**config.mk**
```make
export PLATFORM = sky130hd
export DESIGN_NAME = pooled_linked_list_engine_unit
export DESIGN_NICKNAME = d
export VERILOG_FILES = /design/src/pll_pkg.sv /design/src/pooled_linked_list_engine_unit.sv
export SDC_FILE = /design/constraint.sdc
export NUM_CORES = 1
export LEC_CHECK = 0
export BUFFER_PORTS_ARGS = -buffer_cell sky130_fd_sc_hd__buf_4
export CORE_ASPECT_RATIO = 1.75
export CORE_MARGIN = 2
export CORE_UTILIZATION = 30
export CTS_CLUSTER_DIAMETER = 60
export DETAILED_ROUTE_END_ITERATION = 6
export HOLD_SLACK_MARGIN = 0.15
export PLACE_DENSITY = 0.54
export SLEW_MARGIN = 20
export SYNTH_ARGS = -nofsm -noshare
export SYNTH_HDL_FRONTEND = slang
export SYNTH_SLANG_ARGS = --single-unit
```
**constraint.sdc**
```tcl
create_clock -name clk -period 7.5 [get_ports clk]
set_clock_uncertainty 0.05 [all_clocks]
set_input_delay 1.125 -clock clk [delete_from_list [all_inputs] [get_ports clk]]
set_output_delay 1.125 -clock clk [all_outputs]
set_load 0.005 [all_outputs]
```
**src/pll_pkg.sv**
```systemverilog
`default_nettype none
// ----------------------------------------------------------------------------
// pll_pkg: shared types and constants of the pooled linked list engine
// command and status codes, result record and sequencer states
// ----------------------------------------------------------------------------
package pll_pkg;

    localparam int CMD_W      = 3;
    localparam int IN_VALUE_W = 32;
    localparam int STATUS_W   = 2;
    localparam int SLOT_W     = 4;
    localparam int POS_W      = 5;
    localparam int OUT_VALUE_W = 32;
    localparam int MAX_DUMP   = 16;

    typedef enum logic [CMD_W-1:0] {
        CMD_INS_HEAD  = 3'd0,
        CMD_INS_TAIL  = 3'd1,
        CMD_DELETE    = 3'd2,
        CMD_SEARCH    = 3'd3,
        CMD_INS_AFTER = 3'd4,
        CMD_DUMP      = 3'd5
    } cmd_t;

    typedef enum logic [STATUS_W-1:0] {
        STS_OK        = 2'd0,
        STS_FULL      = 2'd1,
        STS_NOT_FOUND = 2'd2,
        STS_EMPTY     = 2'd3
    } status_t;

    typedef enum logic [2:0] {
        ST_IDLE,
        ST_ALLOC,
        ST_WALK,
        ST_DEL_FIX,
        ST_AFT_ALLOC,
        ST_AFT_LINK
    } state_t;

    typedef struct packed {
        status_t                 status;
        logic [SLOT_W-1:0]       slot;
        logic [POS_W-1:0]        position;
        logic [OUT_VALUE_W-1:0]  value;
        logic                    last;
    } res_t;

    function automatic res_t mk_res(status_t st, logic [SLOT_W-1:0] sl,
                                    logic [POS_W-1:0] ps,
                                    logic [OUT_VALUE_W-1:0] vl, logic lt);
        res_t r;
        r.status   = st;
        r.slot     = sl;
        r.position = ps;
        r.value    = vl;
        r.last     = lt;
        return r;
    endfunction

endpackage
`default_nettype wire

```
**src/pooled_linked_list_engine_unit.sv**
```systemverilog
`default_nettype none
// ----------------------------------------------------------------------------
// pooled_linked_list_engine_unit: singly linked list in a fixed node pool
// six list commands over a value ram and a link ram, one node visited a cycle
// ----------------------------------------------------------------------------
// sequence: insert at head reads the free head on accept, then writes the node
// and registers its result in ST_ALLOC; commands that walk the list pass ST_WALK
// once per visited node; dump emits one result per cycle; busy is high until the
// last result; the walk is paced by the link ram read that chains node to node;
// results are never held off by the receiver
// reset: list empty, every node free, no clearing pass (link ram valid bits)

module pooled_linked_list_engine_unit #(
    parameter int POOL_NODES = 16,
    parameter int VALUE_BITS = 32
) (
    input  wire logic                              clk,
    input  wire logic                              rst_n,
    input  wire logic                              start,
    output logic                                   busy,
    input  wire logic [pll_pkg::CMD_W-1:0]         cmd,
    input  wire logic signed [pll_pkg::IN_VALUE_W-1:0] new_value,
    input  wire logic signed [pll_pkg::IN_VALUE_W-1:0] key_value,
    output logic                                   strobe,
    output logic [pll_pkg::STATUS_W-1:0]           status,
    output logic [pll_pkg::SLOT_W-1:0]             slot,
    output logic [pll_pkg::POS_W-1:0]              position,
    output logic signed [pll_pkg::OUT_VALUE_W-1:0] element_value,
    output logic                                   last
);
    import pll_pkg::*;

    localparam int IW = $clog2(POOL_NODES);
    localparam int LW = $clog2(POOL_NODES + 1);
    localparam int PW = $clog2(POOL_NODES + 1);
    localparam logic [LW-1:0] NIL = LW'(POOL_NODES);

    // node rams
    logic signed [VALUE_BITS-1:0] vals_mem [POOL_NODES];
    logic [LW-1:0]                links_mem [POOL_NODES];
    logic [POOL_NODES-1:0]        link_vld_reg;

    logic                         v_we;
    logic [IW-1:0]                v_waddr;
    logic                         l_we;
    logic [IW-1:0]                l_waddr;
    logic [LW-1:0]                l_wdata;
    logic [IW-1:0]                rd_addr;
    logic signed [VALUE_BITS-1:0] val_rd_reg;
    logic [LW-1:0]                lnk_rd_reg;

    // sequencer
    state_t                       state_reg, state_next;
    cmd_t                         cmd_reg, cmd_next;
    logic signed [VALUE_BITS-1:0] nv_reg, nv_next;
    logic signed [VALUE_BITS-1:0] key_reg, key_next;
    logic [LW-1:0]                list_head_reg, list_head_next;
    logic [LW-1:0]                free_head_reg, free_head_next;
    logic [LW-1:0]                cur_reg, cur_next;
    logic [LW-1:0]                prev_reg, prev_next;
    logic [PW-1:0]                pos_reg, pos_next;
    logic [IW-1:0]                new_reg, new_next;
    logic [LW-1:0]                save_reg, save_next;

    logic                         strobe_reg, strobe_next;
    res_t                         res_reg, res_next;

    logic                         at_end;
    logic                         match;
    logic                         dump_last;

    always_ff @(posedge clk)
    begin
        if (v_we)
        begin
            vals_mem[v_waddr] <= nv_reg;
        end
        if (l_we)
        begin
            links_mem[l_waddr] <= l_wdata;
        end
        val_rd_reg <= vals_mem[rd_addr];
        // a link never written still holds its reset chain value
        lnk_rd_reg <= link_vld_reg[rd_addr] ? links_mem[rd_addr] : LW'(rd_addr) + LW'(1);
    end

    always_ff @(posedge clk or negedge rst_n)
    begin
        if (!rst_n)
        begin
            link_vld_reg <= '0;
        end
        else if (l_we)
        begin
            link_vld_reg[l_waddr] <= 1'b1;
        end
    end

    always_ff @(posedge clk or negedge rst_n)
    begin
        if (!rst_n)
        begin
            state_reg     <= ST_IDLE;
            list_head_reg <= NIL;
            free_head_reg <= '0;
            strobe_reg    <= 1'b0;
        end
        else
        begin
            state_reg     <= state_next;
            list_head_reg <= list_head_next;
            free_head_reg <= free_head_next;
            strobe_reg    <= strobe_next;
        end
    end

    always_ff @(posedge clk)
    begin
        cmd_reg  <= cmd_next;
        nv_reg   <= nv_next;
        key_reg  <= key_next;
        cur_reg  <= cur_next;
        prev_reg <= prev_next;
        pos_reg  <= pos_next;
        new_reg  <= new_next;
        save_reg <= save_next;
        res_reg  <= res_next;
    end

    assign at_end    = (lnk_rd_reg >= NIL);
    assign match     = (val_rd_reg == key_reg);
    assign dump_last = at_end || (32'(pos_reg) == MAX_DUMP);

    always_comb
    begin
        state_next     = state_reg;
        cmd_next       = cmd_reg;
        nv_next        = nv_reg;
        key_next       = key_reg;
        list_head_next = list_head_reg;
        free_head_next = free_head_reg;
        cur_next       = cur_reg;
        prev_next      = prev_reg;
        pos_next       = pos_reg;
        new_next       = new_reg;
        save_next      = save_reg;
        strobe_next    = 1'b0;
        res_next       = res_reg;
        rd_addr        = cur_reg[IW-1:0];
        v_we           = 1'b0;
        v_waddr        = new_reg;
        l_we           = 1'b0;
        l_waddr        = cur_reg[IW-1:0];
        l_wdata        = NIL;

        case (state_reg)
            ST_IDLE:
            begin
                if (start)
                begin
                    cmd_next = cmd_t'(cmd);
                    nv_next  = VALUE_BITS'(new_value);
                    key_next = VALUE_BITS'(key_value);
                    case (cmd_t'(cmd))
                        CMD_INS_HEAD, CMD_INS_TAIL:
                        begin
                            if (free_head_reg >= NIL)
                            begin
                                strobe_next = 1'b1;
                                res_next    = mk_res(STS_FULL, '0, '0, '0, 1'b1);
                            end
                            else
                            begin
                                rd_addr    = free_head_reg[IW-1:0];
                                state_next = ST_ALLOC;
                            end
                        end
                        CMD_DELETE, CMD_SEARCH, CMD_INS_AFTER, CMD_DUMP:
                        begin
                            if (list_head_reg >= NIL)
                            begin
                                strobe_next = 1'b1;
                                res_next    = mk_res(STS_EMPTY, '0, '0, '0, 1'b1);
                            end
                            else
                            begin
                                rd_addr    = list_head_reg[IW-1:0];
                                cur_next   = list_head_reg;
                                prev_next  = NIL;
                                pos_next   = PW'(1);
                                state_next = ST_WALK;
                            end
                        end
                        default:
                        begin
                            state_next = ST_IDLE;
                        end
                    endcase
                end
            end

            ST_ALLOC:
            begin
                // lnk_rd_reg holds the second free node
                v_we           = 1'b1;
                v_waddr        = free_head_reg[IW-1:0];
                new_next       = free_head_reg[IW-1:0];
                free_head_next = lnk_rd_reg;
                l_we           = 1'b1;
                l_waddr        = free_head_reg[IW-1:0];
                if (cmd_reg == CMD_INS_HEAD || list_head_reg >= NIL)
                begin
                    l_wdata        = list_head_reg;
                    list_head_next = free_head_reg;
                    strobe_next    = 1'b1;
                    res_next       = mk_res(STS_OK, SLOT_W'(free_head_reg), '0, '0, 1'b1);
                    state_next     = ST_IDLE;
                end
                else
                begin
                    l_wdata    = NIL;
                    rd_addr    = list_head_reg[IW-1:0];
                    cur_next   = list_head_reg;
                    prev_next  = NIL;
                    pos_next   = PW'(1);
                    state_next = ST_WALK;
                end
            end

            ST_WALK:
            begin
                state_next = ST_IDLE;
                case (cmd_reg)
                    CMD_INS_TAIL:
                    begin
                        if (at_end)
                        begin
                            l_we        = 1'b1;
                            l_waddr     = cur_reg[IW-1:0];
                            l_wdata     = LW'(new_reg);
                            strobe_next = 1'b1;
                            res_next    = mk_res(STS_OK, SLOT_W'(new_reg), '0, '0, 1'b1);
                        end
                        else
                        begin
                            state_next = ST_WALK;
                        end
                    end
                    CMD_DUMP:
                    begin
                        strobe_next = 1'b1;
                        res_next    = mk_res(STS_OK, SLOT_W'(cur_reg), POS_W'(pos_reg),
                                             OUT_VALUE_W'(val_rd_reg), dump_last);
                        if (!dump_last)
                        begin
                            state_next = ST_WALK;
                        end
                    end
                    CMD_SEARCH, CMD_DELETE, CMD_INS_AFTER:
                    begin
                        if (match)
                        begin
                            if (cmd_reg == CMD_SEARCH)
                            begin
                                strobe_next = 1'b1;
                                res_next    = mk_res(STS_OK, SLOT_W'(cur_reg),
                                                     POS_W'(pos_reg), OUT_VALUE_W'(val_rd_reg),
                                                     1'b1);
                            end
                            else if (cmd_reg == CMD_DELETE)
                            begin
                                // freed node goes to the head of the free list
                                l_we           = 1'b1;
                                l_waddr        = cur_reg[IW-1:0];
                                l_wdata        = free_head_reg;
                                free_head_next = cur_reg;
                                if (prev_reg >= NIL)
                                begin
                                    list_head_next = lnk_rd_reg;
                                    strobe_next    = 1'b1;
                                    res_next       = mk_res(STS_OK, SLOT_W'(cur_reg),
                                                            POS_W'(pos_reg), '0, 1'b1);
                                end
                                else
                                begin
                                    save_next  = lnk_rd_reg;
                                    state_next = ST_DEL_FIX;
                                end
                            end
                            else if (free_head_reg >= NIL)
                            begin
                                strobe_next = 1'b1;
                                res_next    = mk_res(STS_FULL, '0, '0, '0, 1'b1);
                            end
                            else
                            begin
                                save_next  = lnk_rd_reg;
                                rd_addr    = free_head_reg[IW-1:0];
                                state_next = ST_AFT_ALLOC;
                            end
                        end
                        else if (at_end)
                        begin
                            strobe_next = 1'b1;
                            res_next    = mk_res(STS_NOT_FOUND, '0, '0, '0, 1'b1);
                        end
                        else
                        begin
                            state_next = ST_WALK;
                        end
                    end
                    default:
                    begin
                        state_next = ST_IDLE;
                    end
                endcase
                // step to the next node, its read issued straight from the link
                if (state_next == ST_WALK)
                begin
                    rd_addr   = lnk_rd_reg[IW-1:0];
                    cur_next  = lnk_rd_reg;
                    prev_next = cur_reg;
                    pos_next  = pos_reg + PW'(1);
                end
            end

            ST_DEL_FIX:
            begin
                l_we        = 1'b1;
                l_waddr     = prev_reg[IW-1:0];
                l_wdata     = save_reg;
                strobe_next = 1'b1;
                res_next    = mk_res(STS_OK, SLOT_W'(cur_reg), POS_W'(pos_reg), '0, 1'b1);
                state_next  = ST_IDLE;
            end

            ST_AFT_ALLOC:
            begin
                v_we           = 1'b1;
                v_waddr        = free_head_reg[IW-1:0];
                new_next       = free_head_reg[IW-1:0];
                free_head_next = lnk_rd_reg;
                l_we           = 1'b1;
                l_waddr        = free_head_reg[IW-1:0];
                l_wdata        = save_reg;
                state_next     = ST_AFT_LINK;
            end

            ST_AFT_LINK:
            begin
                l_we        = 1'b1;
                l_waddr     = cur_reg[IW-1:0];
                l_wdata     = LW'(new_reg);
                strobe_next = 1'b1;
                res_next    = mk_res(STS_OK, SLOT_W'(new_reg), '0, '0, 1'b1);
                state_next  = ST_IDLE;
            end

            default:
            begin
                state_next = ST_IDLE;
            end
        endcase
    end

    assign busy          = (state_reg != ST_IDLE);
    assign strobe        = strobe_reg;
    assign status        = res_reg.status;
    assign slot          = res_reg.slot;
    assign position      = res_reg.position;
    assign element_value = res_reg.value;
    assign last          = res_reg.last;

    // a result only follows a request or ongoing work
    a_strobe_cause: assert property (@(posedge clk) disable iff (!rst_n)
        strobe |-> $past(busy || start))
        else $error("result without a request");

    // more results of the same request still to come
    a_not_last_busy: assert property (@(posedge clk) disable iff (!rst_n)
        (strobe && !last) |-> busy)
        else $error("non-final result while idle");

    // unknown commands give nothing
    a_unknown_silent: assert property (@(posedge clk) disable iff (!rst_n)
        (start && !busy && (cmd > CMD_DUMP)) |=> !strobe)
        else $error("result for unknown command");

    a_heads_range: assert property (@(posedge clk) disable iff (!rst_n)
        (list_head_reg <= NIL) && (free_head_reg <= NIL))
        else $error("list or free head out of range");

endmodule
`default_nettype wire
```
==> qor.yml, run 1 <==
outcome:
  outcome: "finished clean"
floorplanning:
  start_util: 0.302
  die_h_um: 441
  die_area_um2: 112000
  num_rows: 160
  pin_count: 116
  die_w_um: 254
  coreArea_um2: 109000
route:
  drtAntennaViolNets: 0
  drt_first_pass_iters: 5
  vias_per_cell: 4.91
  drcViolationCount: 0
  drt_iter0_markers: 1264
  routed_wl_mm: 83.3
  wl_per_cell_um: 23.0
  vias: 17800
sta:
  holdWs_ps: 370
  final.setup.tns_ps: 0
  finalCritPeriodShare: 0.714
  hold_viol_final: 0
  setup_slack_ps: 2150
  slew_headroom: 0.248
  fin_crit_ps: 5350
  fmax_mhz: 187
  tightest_slew_ps: 1120
  rsz0062_at_grt: "no"
  setup_viol: 0
  drv_slew: 0
synthesis:
  yosysTopAreaCell: "edfxtp_1"
  syn-num-nets: 2037
  async_flop_share: 0.0378
  ys_seq_elements: 794
  syn_area_per_cell_um2: 16.7
  synth_top_area_share: 0.663
  ys_dominant_reg_cell: "edfxtp_1"
  syn_area_um2: 32800
  synth_cells: 1962
  yosysWarningCount: 0
  ys_seq_area_frac: 0.711
  synth-edff-count: 723
  ys_top_cells_by_area: "edfxtp_1, mux2i_1, dfxtp_1, dfrtp_1, mux4_2"
  ys_types: 77
setup_path:
  cp.arrival_ps: 5850
  crit_end: "lnk_rd_reg[1]"
  cp-startpoint: "val_rd_reg[17]"
  rr_worst_depth: 11
  reg2reg_from: "val_rd_reg[17]"
  worst_r2r_endpoint: "lnk_rd_reg[1]"
  r2r_setup_slack_ps: 2150
  crit_type: "reg -> reg"
  path_max_fanout: 83
  cp-end-kind: "flip-flop"
  start_kind: "flip-flop"
  worstPathRequired_ps: 8000
grt:
  grt_util_met1: 0.186
  grt_pass1_wl_mm: 122
  busiest_layer: "met2"
  grt_start_max_net_pins: 109
  grt_usage: 0.148
  antenna_found_initial: 2
  met3_usage: 0.0213
  grt_overflow_total: 0
  grt_pass1_vias: 18600
  gr-usage-met2: 0.260
finish:
  design_area_um2: 38200
  area_growth_pct: 16.7
  num-nets-final: 2170
  largest_register: "vals_mem"
  drive_gt1_frac: 0.167
  final_cells: 3622
  reg_top3: "vals_mem x512, links_mem x80"
  largest_register_ffs: 512
cts:
  cts_setup_buffers: 0
  hold_buffers: 0
  cts-root-buf: "clkbuf_16"
  cts.clk_slew.worst_paths_ps: 60
  clkSinkCount: 794
  post_cts_resized: 0
  clockBufferDepth: 3
  clk_latency_ps: 660
  cts_max_level: 3
  cts_buffers: 81
  cts_tree: "built"
placed_design:
  detailed_place_hpwl_mm: 50.5
  post_dp_cell_area_um2: 35500
  portBuffers: 115
  place_ws_ps: 2080
  dp.cells: 3470
  place_congestion: 0.870
power_and_ir_drop:
  p_leak_nw: 13.4
  p_switching_mw: 6.33
  power_frac_clock: 0.236
  switching_share: 0.361
  pwr-share-seq: 0.370
  power-per-cell-area_nw_per_um2: 459
  peakVddDrop_mv: 0.479
  internal_power_mw: 11.2
  power.share.combinational: 0.394
hold_path:
  hp-class: "in -> async"
run:
  maxCapViolations: 0
==> critical path: stages (launching register included) <==
cell      delay [ps]
dfxtp_1          490
xor2_1           250
nor4_1           800
nand4_1          370
nor2_2           660
mux2i_1          240
a32oi_4          300
buf_12           410
mux4_2           610
a2bb2o_4         240
or3_4            400
mux2_4           300
==> per-layer routing <==
| metal | part of all wire | wire (um) | up-vias |
|---|---|---|---|
| met5 | 0 | 0 | - |
| met4 | 0.028 | 2350 | 0 |
| met3 | 0.039 | 3290 | 150 |
| met2 | 0.51 | 42200 | 510 |
| met1 | 0.43 | 35500 | 9161 |
| li1 | - | - | 7954 |
==> cell type report <==
type	instances	area, um^2
Antenna cell	1	2.50
Clock buffer	112	2300
Clock inverter	39	447
Fill cell	10300	70300
Inverter	22	85.1
Multi-Input combinational cell	1040	9050
Sequential cell	794	23300
Tap cell	1458	1820
Timing Repair Buffer	156	1230
==> cell families after synthesis <==
| kind of cell | share of synthesized area |
|---|---|
| AND/OR/NAND/NOR | 0.0338 |
| adder cells (fa/ha/maj) | 0.00191 |
| buffers and inverters | 0.0181 |
| XOR/XNOR | 0.00989 |
| flip-flops | 0.711 |
| multiplexers | 0.176 |
| AO/OA/AOI/OAI | 0.0497 |
==> power by group through the flow <==
| stage | Sequential [mW] | Combinational, mW | Clock [mW] |
|---|---|---|---|
| floorplan | 6.19 | 5.20 | 0 |
| global placement | 6.55 | 6.92 | 0 |
| detailed placement | 6.58 | 7.02 | 0 |
| CTS | 6.49 | 7.04 | 4.24 |
| global route | 6.56 | 7.47 | 4.41 |
| finish | 6.49 | 6.92 | 4.14 |
==> through the flow <==
step                 util  power (mW)
floorplan               -        11.4
finish              0.352        17.5
global route        0.352        18.4
CTS                 0.352        17.8
detailed placement  0.327        13.6
global placement    0.327        13.5
==> cells in the mapped netlist (4+ instances only) <==
library cell / n
buf_4: 16
o21bai_1: 12
nor3_1: 12
o221ai_1: 6
mux2i_1: 508
a211oi_1: 7
nor2_1: 65
buf_1: 14
a21oi_1: 28
nand3_1: 10
or3_1: 5
xor2_1: 35
a22oi_1: 12
o22ai_1: 8
edfxtp_1: 723
a31oi_1: 12
nor4_1: 10
ha_1: 5
nor2b_1: 12
and2_1: 6
o21ai_0: 51
nand2b_1: 11
inv_1: 19
a32oi_1: 4
nand4_1: 4
mux2_2: 18
dfxtp_1: 41
clkbuf_1: 41
a221o_1: 4
a222oi_1: 5
nand2_1: 67
dfrtp_1: 29
o21a_1: 5
buf_2: 34
a22o_1: 36
a221oi_1: 6
nor3b_1: 4
mux4_2: 20
==> cell usage in the layout (no fill, tap or decap), types with 7 or more instances in the layout <==
cell       Yosys  final
inv_1         19     19
nor2_4         0     10
nor3_1        12      8
a22o_1        36     36
o22ai_1        8      8
nand2b_1      11     11
dfxtp_1       41     41
clkbuf_1      41     18
clkinv_2       0      8
a31oi_1       12     12
o21bai_1      12     12
dfrtp_1       29     29
nor2b_1       12     11
o21ai_0       51     47
mux2i_1      508    508
clkbuf_8       0     11
edfxtp_1     723    723
clkbuf_16      0     83
mux2_2        18     18
nor4_1        10      9
a22oi_1       12     11
nand2_1       67     67
nor2_1        65     54
buf_4         16    151
clkinv_1       2     12
bufinv_16      0      7
a211oi_1       7      7
nand3_1       10     10
xor2_1        35     35
mux4_2        20     20
a21oi_1       28     28
==> worst min path at each step <==
stage	start	to	cells after the start
floorplan	link_vld_reg[10]	link_vld_reg[10]	2
global placement	link_vld_reg[8]	link_vld_reg[8]	2
detailed placement	link_vld_reg[9]	link_vld_reg[9]	2
CTS	rst_n	state_reg[1]	1
global route	rst_n	link_vld_reg[12]	1
finish	rst_n	state_reg[1]	1
Note: power is estimated with default switching activity, not from simulation.
==> inputs of run 2 (changes only) <==
==> constraint.sdc (replaced) <==
create_clock -name clk -period 5.4 [get_ports clk]
set_clock_uncertainty 0.05 [all_clocks]
set_input_delay 0.81 -clock clk [delete_from_list [all_inputs] [get_ports clk]]
set_output_delay 0.81 -clock clk [all_outputs]
set_load 0.005 [all_outputs]
==> qor.yml, run 2 (synthesis results as in run 1) <==
grt:
  grt_start_max_net_pins: 75  # -31%
  grt_pass1_wl_mm: 123  # +1.2%
  antenna_found_initial: 4  # +2
  grt_pass1_vias: 18300  # -1.5%
  grt_overflow_total: 0  # unchanged
  grt_usage: 0.152  # +0.00406
setup_path:
  rr_worst_depth: 12  # +1
  crit_type: "reg -> reg"
  worstPathRequired_ps: 5870  # -2130 ps
  cp-end-kind: "flip-flop"
  cp-startpoint: "val_rd_reg[24]"
  r2r_setup_slack_ps: 470  # -1680 ps
  worst_r2r_endpoint: "val_rd_reg[25]"
  path_max_fanout: 74  # -11%
  cp.arrival_ps: 5400  # -450 ps
  start_kind: "flip-flop"
  reg2reg_from: "val_rd_reg[24]"
sta:
  fin_crit_ps: 4930  # -423 ps
  fmax_mhz: 203  # +8.6%
  tightest_slew_ps: 1190  # +64.7 ps
  rsz0062_at_grt: "no"
  final.setup.tns_ps: 0  # unchanged
  drv_slew: 0  # unchanged
  slew_headroom: 0.202  # -0.0461
  finalCritPeriodShare: 0.913  # +0.199
  setup_viol: 0  # unchanged
  hold_viol_final: 0  # unchanged
floorplanning:
  coreArea_um2: 109000  # unchanged
  num_rows: 160  # unchanged
  die_area_um2: 112000  # unchanged
  start_util: 0.302  # unchanged
  pin_count: 116  # unchanged
  die_w_um: 254  # unchanged
  die_h_um: 441  # unchanged
finish:
  final_cell_mix: "edfxtp_1, mux2i_1, buf_4"
  drive_gt1_frac: 0.179  # +0.0117
  reg_top3: "vals_mem x512, links_mem x80"
  area_growth_pct: 18.0
  layout_commonest_cell: "edfxtp_1"
  largest_register: "vals_mem"
  largest_register_ffs: 512  # unchanged
  num-nets-final: 2203  # +1.5%
  final_cells: 3654  # +0.88%
power_and_ir_drop:
  internal_power_mw: 15.6  # +39%
  switching_share: 0.362  # +0.00124
  peakVddDrop_mv: 0.765  # +60%
  pwr-share-seq: 0.367  # -0.003
  p_switching_mw: 8.87  # +40%
  p_leak_nw: 13.6  # +1.4%
  power-per-cell-area_nw_per_um2: 634  # +38%
  power_frac_clock: 0.230  # -0.006
  power.share.combinational: 0.403  # +0.009
route:
  drt_iter0_markers: 1352  # +7.0%
  route.met3.wl_mm: 3.61  # +9.9%
  routed_wl_mm: 85.4  # +2.6%
  drcViolationCount: 0  # unchanged
  wl_met2_mm: 44.1  # +4.7%
  top_layer: "met4"
  wl_per_cell_um: 23.4  # +1.7%
  drt_first_pass_iters: 5  # unchanged
  vias: 17800  # +0.39%
  vias_per_cell: 4.88  # -0.49%
  drtAntennaViolNets: 0  # unchanged
  drt-met1-wl_mm: 35.3  # -0.65%
cts:
  hold_buffers: 1  # +1
  post_cts_resized: 0  # unchanged
  cts_buffers: 81  # unchanged
  cts_setup_buffers: 0  # unchanged
  cts.clk_slew.worst_paths_ps: 60  # about the same
  clockBufferDepth: 3  # unchanged
  clkSinkCount: 794  # unchanged
  cts_tree: "built"
  clk_latency_ps: 670  # about the same
  cts-root-buf: "clkbuf_16"
  cts_max_level: 3  # unchanged
hold_path:
  holdPathStages: 1
  min_to: "nv_reg[15]"
  worstHoldStart: "new_value[15]"
  hp-class: "in -> reg"
placed_design:
  portBuffers: 115  # unchanged
  place_congestion: 0.891  # +2.4%
  dp.cells: 3502  # +0.92%
  detailed_place_hpwl_mm: 52.3  # +3.7%
outcome:
  outcome: "finished clean"
run:
  maxCapViolations: 0  # unchanged
## run 2: per-layer routing
metal / GRT usage / vias up
met5: 0 / -
met4: 0.0573 / 0
met3: 0.0219 / 132
met2: 0.270 / 522
met1: 0.186 / 9154
li1: - / 8036
## run 2: worst max-delay path, cell delays in order, from the launching register on
cell,delay (ps)
dfxtp_1,670
xor2_1,150
nor4_1,810
buf_4,260
and4_1,290
a21oi_1,140
a211oi_1,270
o21a_4,370
buf_12,460
buf_4,420
mux2i_1,230
mux2i_1,110
mux2i_1,350
## run 2: per-stage QoR
stage	power (mW)	utilization	hold WS, ps	instance area (um^2)	worst slack (ps)
final	24.5	0.356	269	38700	471
after global routing	25.7	0.356	242	38700	333
after CTS	24.8	0.356	218	38600	396
after detailed placement	19.1	0.331	398	36000	415
after global placement	19.0	0.331	390	36000	457
after floorplan	15.8	-	374	32800	641
## run 2: worst max path at each step
stage,to,slack (ps),depth (start not counted)
after floorplan,element_value[0],640,9
after global placement,val_rd_reg[25],460,12
after CTS,val_rd_reg[25],400,12
after global routing,val_rd_reg[25],330,12
final,val_rd_reg[25],470,12
after detailed placement,val_rd_reg[25],410,12
## run 2: final cells by class
class                           instances  area, um^2
Sequential cell                       794       23300
Multi-Input combinational cell       1040        9040
Clock buffer                          105        2220
Antenna cell                            1        2.50
Fill cell                           10300       69900
Timing Repair Buffer                  189        1730
Tap cell                             1458        1820
Inverter                               22        85.1
Clock inverter                         45         460
## run 2: power by group through the flow
stage	clock network, mW	registers (mW)	logic, mW
4_1_cts	5.80	9.00	10.0
3_3_place_gp	0	9.09	9.90
6_report	5.63	8.99	9.86
2_1_floorplan	0	8.60	7.22
3_5_place_dp	0	9.12	9.99
5_1_grt	6.01	9.09	10.6
